**src/rtl/icwp_pkg.sv**
```systemverilog
// Shared constants, register codes and types of the IR carrier waveform packer.
`timescale 1ns / 1ps
package icwp_pkg;

  localparam int unsigned WORD_BITS       = 32;
  localparam int unsigned POS_W           = $clog2(WORD_BITS);
  localparam int unsigned DUR_W           = 11;
  localparam int unsigned CFG_W           = 6;
  localparam int unsigned EFF_W           = DUR_W + 1;
  localparam int unsigned NUM_W           = DUR_W + 2;
  localparam int unsigned DIV_CNT_W       = $clog2(NUM_W + 1);
  localparam int unsigned MAX_DURATION_US = 2016;
  localparam int unsigned ADDR_W          = 4;
  localparam int unsigned DATA_W          = 32;

  localparam logic [CFG_W-1:0] PERIOD_RST = 6'd26;
  localparam logic [CFG_W-1:0] DUTY_RST   = 6'd9;

  typedef enum logic [1:0] {
    REG_PERIOD = 2'd0,
    REG_DUTY   = 2'd1,
    REG_SOLUTION = 2'd2,
    REG_ROUND  = 2'd3
  } icwp_reg_e;

  typedef struct packed {
    logic [DUR_W-1:0] eff;
    logic             clip;
  } icwp_round_t;

endpackage

```
**src/rtl/icwp_in_if.sv**
```systemverilog
// Input channel: one duration word with valid/ready handshake.
`timescale 1ns / 1ps
interface icwp_in_if;
  logic                           valid;
  logic                           ready;
  logic [icwp_pkg::DUR_W-1:0]     duration_us;
  logic                           last_element;

  modport source (output valid, output duration_us, output last_element, input ready);
  modport sink   (input valid, input duration_us, input last_element, output ready);
endinterface

```
**src/rtl/icwp_out_if.sv**
```systemverilog
// Output channel: one packed waveform word with valid/ready handshake.
`timescale 1ns / 1ps
interface icwp_out_if;
  logic                             valid;
  logic                             ready;
  logic [icwp_pkg::WORD_BITS-1:0]   wave_word;
  logic                             word_last;
  logic                             clipped;

  modport source (output valid, output wave_word, output word_last, output clipped,
                  input ready);
  modport sink   (input valid, input wave_word, input word_last, input clipped,
                  output ready);
endinterface

```
**src/rtl/ir_carrier_waveform_packer.sv**
```systemverilog
// Top level: IR duration stream to packed one-bit-per-microsecond waveform words.
// Each element is first rounded (13-step serial divide plus hand-off), then expanded
// to one bit per microsecond of its rounded duration, then closed by a level toggle.
// A new element is accepted only in idle, after the previous one and any flush are done.
// Word emission stalls while the output register holds an untaken word.
// Reset (async, active low) restores register defaults and starts a new pattern.
`timescale 1ns / 1ps
module ir_carrier_waveform_packer (
  input  logic                               clk_i,
  input  logic                               rst_ni,
  icwp_in_if.sink                            in_i,
  icwp_out_if.source                         out_o,
  input  logic                               psel,
  input  logic                               penable,
  input  logic                               pwrite,
  input  logic [icwp_pkg::ADDR_W-1:0]        paddr,
  input  logic [icwp_pkg::DATA_W-1:0]        pwdata,
  output logic [icwp_pkg::DATA_W-1:0]        prdata,
  output logic                               pready
);

  typedef enum logic [3:0] {
    S_IDLE   = 4'b0001,
    S_ROUND  = 4'b0010,
    S_EXPAND = 4'b0100,
    S_FLUSH  = 4'b1000
  } state_e;

  state_e                               state_q, state_d;
  logic [icwp_pkg::CFG_W-1:0]           period_q, duty_q;
  logic                                 sol_q, round_q;
  logic [icwp_pkg::CFG_W-1:0]           period_eff;
  icwp_pkg::icwp_reg_e                  reg_idx;
  logic                                 cfg_wr;

  logic                                 level_q, level_d;
  logic [icwp_pkg::POS_W-1:0]           pos_q, pos_d;
  logic [icwp_pkg::WORD_BITS-1:0]       word_q, word_d, word_set;
  logic                                 clip_q, clip_d;
  logic                                 last_q, last_d;
  logic [icwp_pkg::DUR_W-1:0]           cnt_q, cnt_d;
  logic [icwp_pkg::CFG_W-1:0]           phase_q, phase_d;

  logic                                 ovalid_q, ovalid_d;
  logic [icwp_pkg::WORD_BITS-1:0]       oword_q, oword_d;
  logic                                 olast_q, olast_d;
  logic                                 oclip_q, oclip_d;

  logic                                 in_acc, can_emit, word_full, bit_val;
  logic                                 rnd_done;
  icwp_pkg::icwp_round_t                rnd_res;

  assign period_eff = (period_q == '0) ? icwp_pkg::CFG_W'(1) : period_q;
  assign in_acc     = in_i.valid && in_i.ready;
  assign can_emit   = !ovalid_q || out_o.ready;
  assign word_full  = pos_q == icwp_pkg::POS_W'(icwp_pkg::WORD_BITS - 1);
  assign bit_val    = level_q && (!sol_q || (phase_q < duty_q));

  icwp_round u_round (
    .clk_i    (clk_i),
    .rst_ni   (rst_ni),
    .start_i  (in_acc),
    .dur_i    (in_i.duration_us),
    .period_i (period_eff),
    .round_i  (round_q),
    .done_o   (rnd_done),
    .res_o    (rnd_res)
  );

  assign reg_idx = icwp_pkg::icwp_reg_e'(paddr[3:2]);
  assign cfg_wr  = psel && penable && pwrite;
  assign pready  = 1'b1;

  always_comb begin
    prdata = '0;
    unique case (reg_idx)
      icwp_pkg::REG_PERIOD:   prdata = icwp_pkg::DATA_W'(period_q);
      icwp_pkg::REG_DUTY:     prdata = icwp_pkg::DATA_W'(duty_q);
      icwp_pkg::REG_SOLUTION: prdata = icwp_pkg::DATA_W'(sol_q);
      icwp_pkg::REG_ROUND:    prdata = icwp_pkg::DATA_W'(round_q);
      default:                prdata = '0;
    endcase
  end

  always_ff @(posedge clk_i or negedge rst_ni) begin
    if (!rst_ni) begin
      period_q <= icwp_pkg::PERIOD_RST;
      duty_q   <= icwp_pkg::DUTY_RST;
      sol_q    <= 1'b0;
      round_q  <= 1'b1;
    end else if (cfg_wr) begin
      unique case (reg_idx)
        icwp_pkg::REG_PERIOD:   period_q <= pwdata[icwp_pkg::CFG_W-1:0];
        icwp_pkg::REG_DUTY:     duty_q   <= pwdata[icwp_pkg::CFG_W-1:0];
        icwp_pkg::REG_SOLUTION: sol_q    <= pwdata[0];
        icwp_pkg::REG_ROUND:    round_q  <= pwdata[0];
        default: ;
      endcase
    end
  end

  always_comb begin
    state_d  = state_q;
    level_d  = level_q;
    pos_d    = pos_q;
    word_d   = word_q;
    clip_d   = clip_q;
    last_d   = last_q;
    cnt_d    = cnt_q;
    phase_d  = phase_q;
    ovalid_d = ovalid_q && !out_o.ready;
    oword_d  = oword_q;
    olast_d  = olast_q;
    oclip_d  = oclip_q;
    word_set = word_q;
    word_set[pos_q] = word_q[pos_q] | bit_val;
    unique case (state_q)
      S_IDLE: begin
        if (in_acc) begin
          last_d  = in_i.last_element;
          state_d = S_ROUND;
        end
      end
      S_ROUND: begin
        if (rnd_done) begin
          cnt_d   = rnd_res.eff;
          clip_d  = clip_q | rnd_res.clip;
          phase_d = '0;
          state_d = S_EXPAND;
        end
      end
      S_EXPAND: begin
        if (cnt_q != '0) begin
          if (!word_full || can_emit) begin
            cnt_d = cnt_q - 1'b1;
            if ({1'b0, phase_q} + 1'b1 >= {1'b0, period_eff}) begin
              phase_d = '0;
            end else begin
              phase_d = phase_q + 1'b1;
            end
            if (word_full) begin
              pos_d    = '0;
              word_d   = '0;
              ovalid_d = 1'b1;
              oword_d  = word_set;
              olast_d  = last_q && (cnt_q == icwp_pkg::DUR_W'(1));
              oclip_d  = clip_q;
            end else begin
              pos_d  = pos_q + 1'b1;
              word_d = word_set;
            end
          end
        end else begin
          level_d = !level_q;
          state_d = S_IDLE;
          if (last_q) begin
            if (pos_q != '0) begin
              state_d = S_FLUSH;
            end else begin
              level_d = 1'b1;
              word_d  = '0;
              clip_d  = 1'b0;
            end
          end
        end
      end
      S_FLUSH: begin
        if (can_emit) begin
          ovalid_d = 1'b1;
          oword_d  = word_q;
          olast_d  = 1'b1;
          oclip_d  = clip_q;
          level_d  = 1'b1;
          pos_d    = '0;
          word_d   = '0;
          clip_d   = 1'b0;
          state_d  = S_IDLE;
        end
      end
      default: state_d = S_IDLE;
    endcase
  end

  always_ff @(posedge clk_i or negedge rst_ni) begin
    if (!rst_ni) begin
      state_q  <= S_IDLE;
      level_q  <= 1'b1;
      pos_q    <= '0;
      word_q   <= '0;
      clip_q   <= 1'b0;
      last_q   <= 1'b0;
      cnt_q    <= '0;
      phase_q  <= '0;
      ovalid_q <= 1'b0;
    end else begin
      state_q  <= state_d;
      level_q  <= level_d;
      pos_q    <= pos_d;
      word_q   <= word_d;
      clip_q   <= clip_d;
      last_q   <= last_d;
      cnt_q    <= cnt_d;
      phase_q  <= phase_d;
      ovalid_q <= ovalid_d;
    end
  end

  always_ff @(posedge clk_i) begin
    oword_q <= oword_d;
    olast_q <= olast_d;
    oclip_q <= oclip_d;
  end

  assign in_i.ready      = state_q == S_IDLE;
  assign out_o.valid     = ovalid_q;
  assign out_o.wave_word = oword_q;
  assign out_o.word_last = olast_q;
  assign out_o.clipped   = oclip_q;

endmodule

```
**src/rtl/icwp_round.sv**
```systemverilog
// Bit-serial rounding of a duration to whole carrier periods (when enabled), with saturation.
`timescale 1ns / 1ps
module icwp_round (
  input  logic                         clk_i,
  input  logic                         rst_ni,
  input  logic                         start_i,
  input  logic [icwp_pkg::DUR_W-1:0]   dur_i,
  input  logic [icwp_pkg::CFG_W-1:0]   period_i,
  input  logic                         round_i,
  output logic                         done_o,
  output icwp_pkg::icwp_round_t        res_o
);

  logic                                run_q, run_d;
  logic                                done_q, done_d;
  logic [icwp_pkg::DIV_CNT_W-1:0]      cnt_q, cnt_d;
  logic [icwp_pkg::NUM_W-1:0]          num_q, num_d;
  logic [icwp_pkg::CFG_W:0]            rem_q, rem_d;
  logic [icwp_pkg::CFG_W:0]            div_q, div_d;
  logic [icwp_pkg::DUR_W-1:0]          dur_q, dur_d;
  logic                                round_q, round_d;
  logic [icwp_pkg::CFG_W+1:0]          trial;
  logic [icwp_pkg::NUM_W-1:0]          diff;
  logic [icwp_pkg::EFF_W-1:0]          eff_full;
  logic                                clip;

  always_comb begin
    run_d   = run_q;
    done_d  = 1'b0;
    cnt_d   = cnt_q;
    num_d   = num_q;
    rem_d   = rem_q;
    div_d   = div_q;
    dur_d   = dur_q;
    round_d = round_q;
    trial   = {rem_q, num_q[icwp_pkg::NUM_W-1]};
    if (start_i) begin
      run_d   = 1'b1;
      cnt_d   = icwp_pkg::DIV_CNT_W'(icwp_pkg::NUM_W);
      num_d   = {1'b0, dur_i, 1'b0} + icwp_pkg::NUM_W'(period_i);
      rem_d   = '0;
      div_d   = {period_i, 1'b0};
      dur_d   = dur_i;
      round_d = round_i;
    end else if (run_q) begin
      num_d = {num_q[icwp_pkg::NUM_W-2:0], num_q[icwp_pkg::NUM_W-1]};
      if (trial >= {1'b0, div_q}) begin
        rem_d = (icwp_pkg::CFG_W+1)'(trial - {1'b0, div_q});
      end else begin
        rem_d = (icwp_pkg::CFG_W+1)'(trial);
      end
      cnt_d = cnt_q - 1'b1;
      if (cnt_q == icwp_pkg::DIV_CNT_W'(1)) begin
        run_d  = 1'b0;
        done_d = 1'b1;
      end
    end
  end

  always_ff @(posedge clk_i or negedge rst_ni) begin
    if (!rst_ni) begin
      run_q  <= 1'b0;
      done_q <= 1'b0;
      cnt_q  <= '0;
    end else begin
      run_q  <= run_d;
      done_q <= done_d;
      cnt_q  <= cnt_d;
    end
  end

  always_ff @(posedge clk_i) begin
    num_q   <= num_d;
    rem_q   <= rem_d;
    div_q   <= div_d;
    dur_q   <= dur_d;
    round_q <= round_d;
  end

  assign diff     = num_q - icwp_pkg::NUM_W'(rem_q);
  assign eff_full = round_q ? diff[icwp_pkg::NUM_W-1:1] : {1'b0, dur_q};
  assign clip     = eff_full > icwp_pkg::EFF_W'(icwp_pkg::MAX_DURATION_US);

  assign done_o     = done_q;
  assign res_o.clip = clip;
  assign res_o.eff  = clip ? icwp_pkg::DUR_W'(icwp_pkg::MAX_DURATION_US)
                           : eff_full[icwp_pkg::DUR_W-1:0];

endmodule

```
**src/flat_wrapper.sv**
```systemverilog
// flat-port wrapper written by rule: the top's interface ports become plain ports
module ir_carrier_waveform_packer_flat 
  (clk_i, rst_ni, psel, penable, pwrite, paddr, pwdata, prdata, pready, in_i_valid, in_i_duration_us, in_i_last_element, in_i_ready, out_o_valid, out_o_wave_word, out_o_word_last, out_o_clipped, out_o_ready);
  icwp_in_if in_i_i ();
  icwp_out_if out_o_i ();
  input  logic clk_i;
  input  logic rst_ni;
  input  logic psel;
  input  logic penable;
  input  logic pwrite;
  input  logic [icwp_pkg::ADDR_W-1:0] paddr;
  input  logic [icwp_pkg::DATA_W-1:0] pwdata;
  output logic [icwp_pkg::DATA_W-1:0] prdata;
  output logic pready;
  input wire logic [$bits(in_i_i.valid)-1:0] in_i_valid;
  input wire logic [$bits(in_i_i.duration_us)-1:0] in_i_duration_us;
  input wire logic [$bits(in_i_i.last_element)-1:0] in_i_last_element;
  output wire logic [$bits(in_i_i.ready)-1:0] in_i_ready;
  output wire logic [$bits(out_o_i.valid)-1:0] out_o_valid;
  output wire logic [$bits(out_o_i.wave_word)-1:0] out_o_wave_word;
  output wire logic [$bits(out_o_i.word_last)-1:0] out_o_word_last;
  output wire logic [$bits(out_o_i.clipped)-1:0] out_o_clipped;
  input wire logic [$bits(out_o_i.ready)-1:0] out_o_ready;
  assign in_i_i.valid = in_i_valid;
  assign in_i_i.duration_us = in_i_duration_us;
  assign in_i_i.last_element = in_i_last_element;
  assign in_i_ready = in_i_i.ready;
  assign out_o_valid = out_o_i.valid;
  assign out_o_wave_word = out_o_i.wave_word;
  assign out_o_word_last = out_o_i.word_last;
  assign out_o_clipped = out_o_i.clipped;
  assign out_o_i.ready = out_o_ready;
  ir_carrier_waveform_packer u_core (.clk_i(clk_i), .rst_ni(rst_ni), .in_i(in_i_i), .out_o(out_o_i), .psel(psel), .penable(penable), .pwrite(pwrite), .paddr(paddr), .pwdata(pwdata), .prdata(prdata), .pready(pready));
endmodule
```
**config.mk**
```make
export PLATFORM = sky130hd
export DESIGN_NAME = ir_carrier_waveform_packer_flat
export DESIGN_NICKNAME = d
export VERILOG_FILES = /design/src/rtl/icwp_pkg.sv /design/src/rtl/icwp_in_if.sv /design/src/rtl/icwp_out_if.sv /design/src/rtl/ir_carrier_waveform_packer.sv /design/src/rtl/icwp_round.sv /design/src/flat_wrapper.sv
export SDC_FILE = /design/constraint.sdc
export NUM_CORES = 1
export LEC_CHECK = 0
export BUFFER_PORTS_ARGS = -buffer_cell sky130_fd_sc_hd__buf_2
export CAP_MARGIN = 0
export CORE_MARGIN = 5
export CORE_UTILIZATION = 55
export DETAILED_ROUTE_END_ITERATION = 12
export GPL_TIMING_DRIVEN = 0
export PLACE_DENSITY = 0.88
export SYNTH_ARGS = -nofsm -noshare
export SYNTH_HDL_FRONTEND = slang
export SYNTH_SLANG_ARGS = --single-unit
```
**constraint.sdc**
```tcl
create_clock -name clk_i -period 7.3 [get_ports clk_i]
set_input_delay 1.46 -clock clk_i [delete_from_list [all_inputs] [get_ports clk_i]]
set_output_delay 1.46 -clock clk_i [all_outputs]
set_load 0.03 [all_outputs]
```
# ---- Word-level counts from Yosys, hierarchy flattened
# Cells that the tools add are included.
dict set report op_classes {
  n_addsub 8
  n_lt_le_gt_ge 6
  eq_ne 22
  muxes 78
  bitwise_logic 2
  reduce_logical 35
}
# op n
set ops {}
lappend ops {{$mux 32} 10}
lappend ops {{$pmux 32 s2} 2}
lappend ops {{$pmux 32 s4} 1}
lappend ops {{$mux 11} 4}
lappend ops {{$bwmux 32} 1}
lappend ops {{$mux 4} 8}
lappend ops {{$mux 6} 5}
lappend ops {{$mux 1} 28}
lappend ops {{$mux 13} 2}
lappend ops {{$pmux 11 s2} 1}
lappend ops {{$mux 5} 4}
lappend ops {{$pmux 4 s4} 1}
lappend ops {{$add 12x6->13} 1}
lappend ops {{$sub 13x7->13} 1}
lappend ops {{$gt 12x11->1 const B} 1}
lappend ops {{$mux 12} 1}
lappend ops {{$pmux 6 s2} 1}
lappend ops {{$reduce_and 4->1} 3}
lappend ops {{$eq 11x1->1 const B} 1}
lappend ops {{$reduce_bool 11->1} 1}
lappend ops {{$sub 11x1->11 const B} 1}
lappend ops {{$ne 2x1->1 const B} 5}
lappend ops {{$pmux 5 s2} 1}
lappend ops {{$reduce_and 2->1} 5}
lappend ops {{other kinds (38)} 62}
dict set report word_totals {
  register_bits 154
  inputBits 55
  out_inout_bits 69
  elab_cells 175
}

# ---- Depth between registers and ports, before layout
dict set report logic_depth {
  ltp_word 9
  ltp_mapped 11
  mapped_depth_nobuf 10
}

# ---- Hierarchy
# Synthesis repeated with hierarchy kept, for this count alone.
dict set report unflattened {
  cells_unflattened 949
  hier_area_um2 9262.6
}
# mod n_inst cells_each area_per_inst_um2 seq_area_each_um2
set by_module_without_submodules {}
lappend by_module_without_submodules {ir_carrier_waveform_packer 1 666 6354.8 2932.8}
lappend by_module_without_submodules {icwp_round 1 283 2907.8 1221.2}

# ---- Worst setup path before layout
# No wires, ideal clock.
dict set report synth_path {
  kind {input to output}
  from {in paddr[2] (netlist name)}
  to {out prdata[0] (netlist name)}
  arrival_ns 2.470
  required_time_ns 5.840
  setup_slack_ns 3.370
  stages 2
  n_path_buf 1
  path_cell_list {clkbuf_1 > mux4_2}
}
dict set report synth_via {
  elab_chain_cells 2
  word_cells_on_any_way 5
  cone_classes {3 x eq/ne; 1 x mux; 1 x reduce/logical}
}
# element line
set synth_lines {}
lappend synth_lines {{start: declaration} flat_wrapper.sv:11} ;# input logic [icwp_pkg::ADDR_W-1:0] paddr;
lappend synth_lines {{$eq 2x2->1, or another cell as far along} ir_carrier_waveform_packer.sv:76} ;# unique case (reg_idx)
lappend synth_lines {{$pmux 32 s4 *} ir_carrier_waveform_packer.sv:76}
lappend synth_lines {{end: declaration} flat_wrapper.sv:13} ;# output logic [icwp_pkg::DATA_W-1:0] prdata;
# Every way passes the cells marked *; elsewhere a longest branch is shown, timed or not. The select of a mux whose other input is x is not followed.

# ---- Final worst setup path
# Ends and elaborated chain as after synthesis.

==> results.md <==
- Hpwl dp: between 15 and 20 mm
- Core area: 16,600 µm²
- Final cycle utilization of the critical path: 0.564
- Largest net degree at the start of global routing: 66
- Overall routing resource usage: 0.241
- H-tree Lvls: 4
- Post-synth top area share: 0.209
- CP Class: input pin to primary output
- Post-CTS Resized: 0
- Final wirelength: 23.8 mm
- Routability cong.: between 0.9 and 1
- Vias in the first global route: just under 8,000
- Die ar.: 19,700 µm²
- Hold crit path type: register to register
- Synth Cell Area: roughly 9400 µm²
- Library cells used by synthesis: 85
- Syn. warnings: 0
- Initial Util: 0.562
- Residual DRC: 0
- TritonCTS buffer count: 17
- Max Buffers Root-to-Sink: 2
- Clk_lat worst skew: ~430 ps
- Total number of vias: 7,944
- Final Cell Area: 10,700 µm²
- Worst Reg2Reg Path Length in Cells: 8
- Maxcap violations: 0
- Multi-input logic area: 4670 µm²
- CP required: 5840 ps
- Total grt overflow: 0
- Post-CTS setup repair buffer count: 0
- Clock Skews: slightly above 9 ps
- Input/output buffers: 66
- Worst-path fanout max: 9
- Syn Area/Cell: a little under 10 µm²
- Final hold violation count: 0
- P&R area growth vs syn: 13.9%
- CTS tree: done
- RSZ-0062 raised after global routing: no
- Antenna cells: 0
- CP Capture Type: primary output
- Clock transition at the registers of the reported paths: 60 ps
- CP Launch Type: input pin
- Hold path depth: 0
- Net count, final: around 1,200
- Iteration-0 DRC Markers: slightly above 700
- First-pass GRT wire length: a little under 40 mm
- Sequential share of the synthesized area: 0.444
- Chip width: 140 µm
- Post-synth ARST share: 0.532
- Die Ht: around 140 µm
- 1st-pass router iterations: 6
- Max VDD drop: ~0.00026 V
- Initial antenna violation count: 0
- Layout cells sized above 1: 0.185
- Slew HR: 0.360
- ANT nets after route: 0
- I/O pin cnt: approximately 120
- Post-DR wirelength/cell: roughly 18 µm
- TNS Setup: 0 ps
- Avg Vias per Cell: just over 6
- P_leak: 0.00444 µW
- EDFF count, synth: 65
- Synth Instances: between 900 and 1,000
- Setup slack, reg-to-reg: 3390 ps
- Std-Cell Rows: 47
- Max-slew violation count: 0
- P per Cell Area: between 300 and 400 nW/µm²
- Cts hold-fix bufs: 0
- Post-DP Area: 10,100 µm²
- Yosys top cell by area: edfxtp_1
- Max Freq: approximately 240 MHz
- Status: finished clean
- Worst Tran Pin Value: around 950 ps
- Filler cells: approximately 1,300
- CTS Sinks: roughly 150
- Most common flop cell mapped by yosys: dfrtp_1
- Seq cells post-synth: 154
- Worst path arrival time: ~2700 ps
- Setup Viol. Count Final: 0
- Seq. cell area: 4150 µm²
- Area contributors post-synth: edfxtp_1, dfrtp_1, ha_1
- Min cycle time layout: roughly 4000 ps
- Clock root buffer: clkbuf_16
==> cell usage in the layout, fill, tap and decap left out, drive strengths merged, types with 7 or more instances in the layout <==
cell type and instances:
a211oi 7, a21bo 8, a21o 7, a21oi 54, a31oi 36, a41oi 10
and3 17, buf 112, clkbuf 60, conb 27, dfrtp 74, dfstp 8
dfxtp 7, edfxtp 65, ha 38, inv 48, mux2 13, mux2i 17
mux4 9, nand2 86, nand2b 11, nand3 25, nand4 11, nor2 94
nor2b 14, nor3 15, o21ai 112, xnor2 15, xor2 11
==> stage by stage <==
stage / hold WS (ps) / worst slack, ps / power (µW) / utilization / std cells
6_report: 442 / 3180 / 3290 / 0.640 / 1312
5_1_grt: 462 / 3130 / 3470 / 0.640 / 1312
3_5_place_dp: 427 / 3200 / 2410 / 0.606 / 1280
4_1_cts: 443 / 3190 / 3260 / 0.640 / 1312
2_1_floorplan: 419 / 3370 / 2100 / - / 993
3_3_place_gp: 426 / 2230 / 2340 / 0.604 / 1279
==> worst paths after layout <==
kind	from	end
min	u_core.clip_q	u_core.out_o.clipped
max	paddr[2]	prdata[0]
min in group asynchronous	rst_ni	u_core.word_q[17]
max in group asynchronous	rst_ni	u_core.period_q[1]
min reg2reg	u_core.clip_q	u_core.out_o.clipped
max reg2reg	u_core.pos_q[0]	u_core.out_o.wave_word[10]
==> area by class of cell <==
| class | count | share of cell area |
|---|---|---|
| Multi-Input combinational cell | 710 | 0.439 |
| Sequential cell | 154 | 0.390 |
| Buffer | 86 | 0.0437 |
| Clock buffer | 19 | 0.0426 |
| Timing Repair Buffer | 67 | 0.0338 |
| Tap cell | 220 | 0.0258 |
| Inverter | 43 | 0.0151 |
| Clock inverter | 13 | 0.0102 |
==> critical path: stages <==
cell	delay [ps]
clkbuf_1	420
mux4_2	580
buf_2	190
==> Yosys cell counts (4+ instances only) <==
cell type,n
a21oi_1,53
mux2_2,13
buf_1,4
nand2_1,84
o21ai_0,88
o31ai_1,5
ha_1,38
nand4_1,11
dfxtp_1,7
nor3_1,12
xor2_1,11
nand2b_1,11
nor2b_1,14
o31a_1,4
edfxtp_1,65
a41oi_1,9
dfstp_2,8
nand3_1,25
buf_2,9
and2_1,4
o21ai_1,23
mux4_2,7
buf_4,29
a211oi_1,6
inv_1,42
mux2i_1,17
clkbuf_1,41
nor4b_1,4
a21o_1,6
a31oi_1,35
nor2_1,94
dfrtp_1,74
a21bo_2,7
and3_1,17
xnor2_1,15
==> cell families after synthesis <==
group	share of synthesized area
AND/OR/NAND/NOR	0.163
adder cells (fa/ha/maj)	0.0573
AO/OA/AOI/OAI	0.187
multiplexers	0.0563
XOR/XNOR	0.0243
buffers and inverters	0.0670
flip-flops	0.444
other	0.000803
==> where the power goes <==
part | internal (µW) | switching (µW)
Sequential | 1100 | 161
Clock | 464 | 377
Combinational | 463 | 722
==> sequential cells by signal (all words and copies together), names as in the netlist, 4 cells and up <==
register	count
u_core.u_round.num_q	13
u_core.period_q	6
u_core.state_q	4
u_core.u_round.rem_q	7
u_core.u_round.div_q	6
u_core.phase_q	6
u_core.u_round.cnt_q	4
u_core.cnt_q	11
u_core.pos_q	5
u_core.out_o.wave_word	32
u_core.duty_q	6
u_core.word_q	32
u_core.u_round.dur_q	11
==> layer usage <==
metal | vias up | share of wire | GRT usage
li1 | 3693 | - | -
met1 | 3744 | 0.39 | 0.301
met2 | 430 | 0.50 | 0.402
met3 | 77 | 0.078 | 0.0467
met4 | 0 | 0.033 | 0.112
met5 | - | 0 | 0
Note: power is estimated with default switching activity, not from simulation.
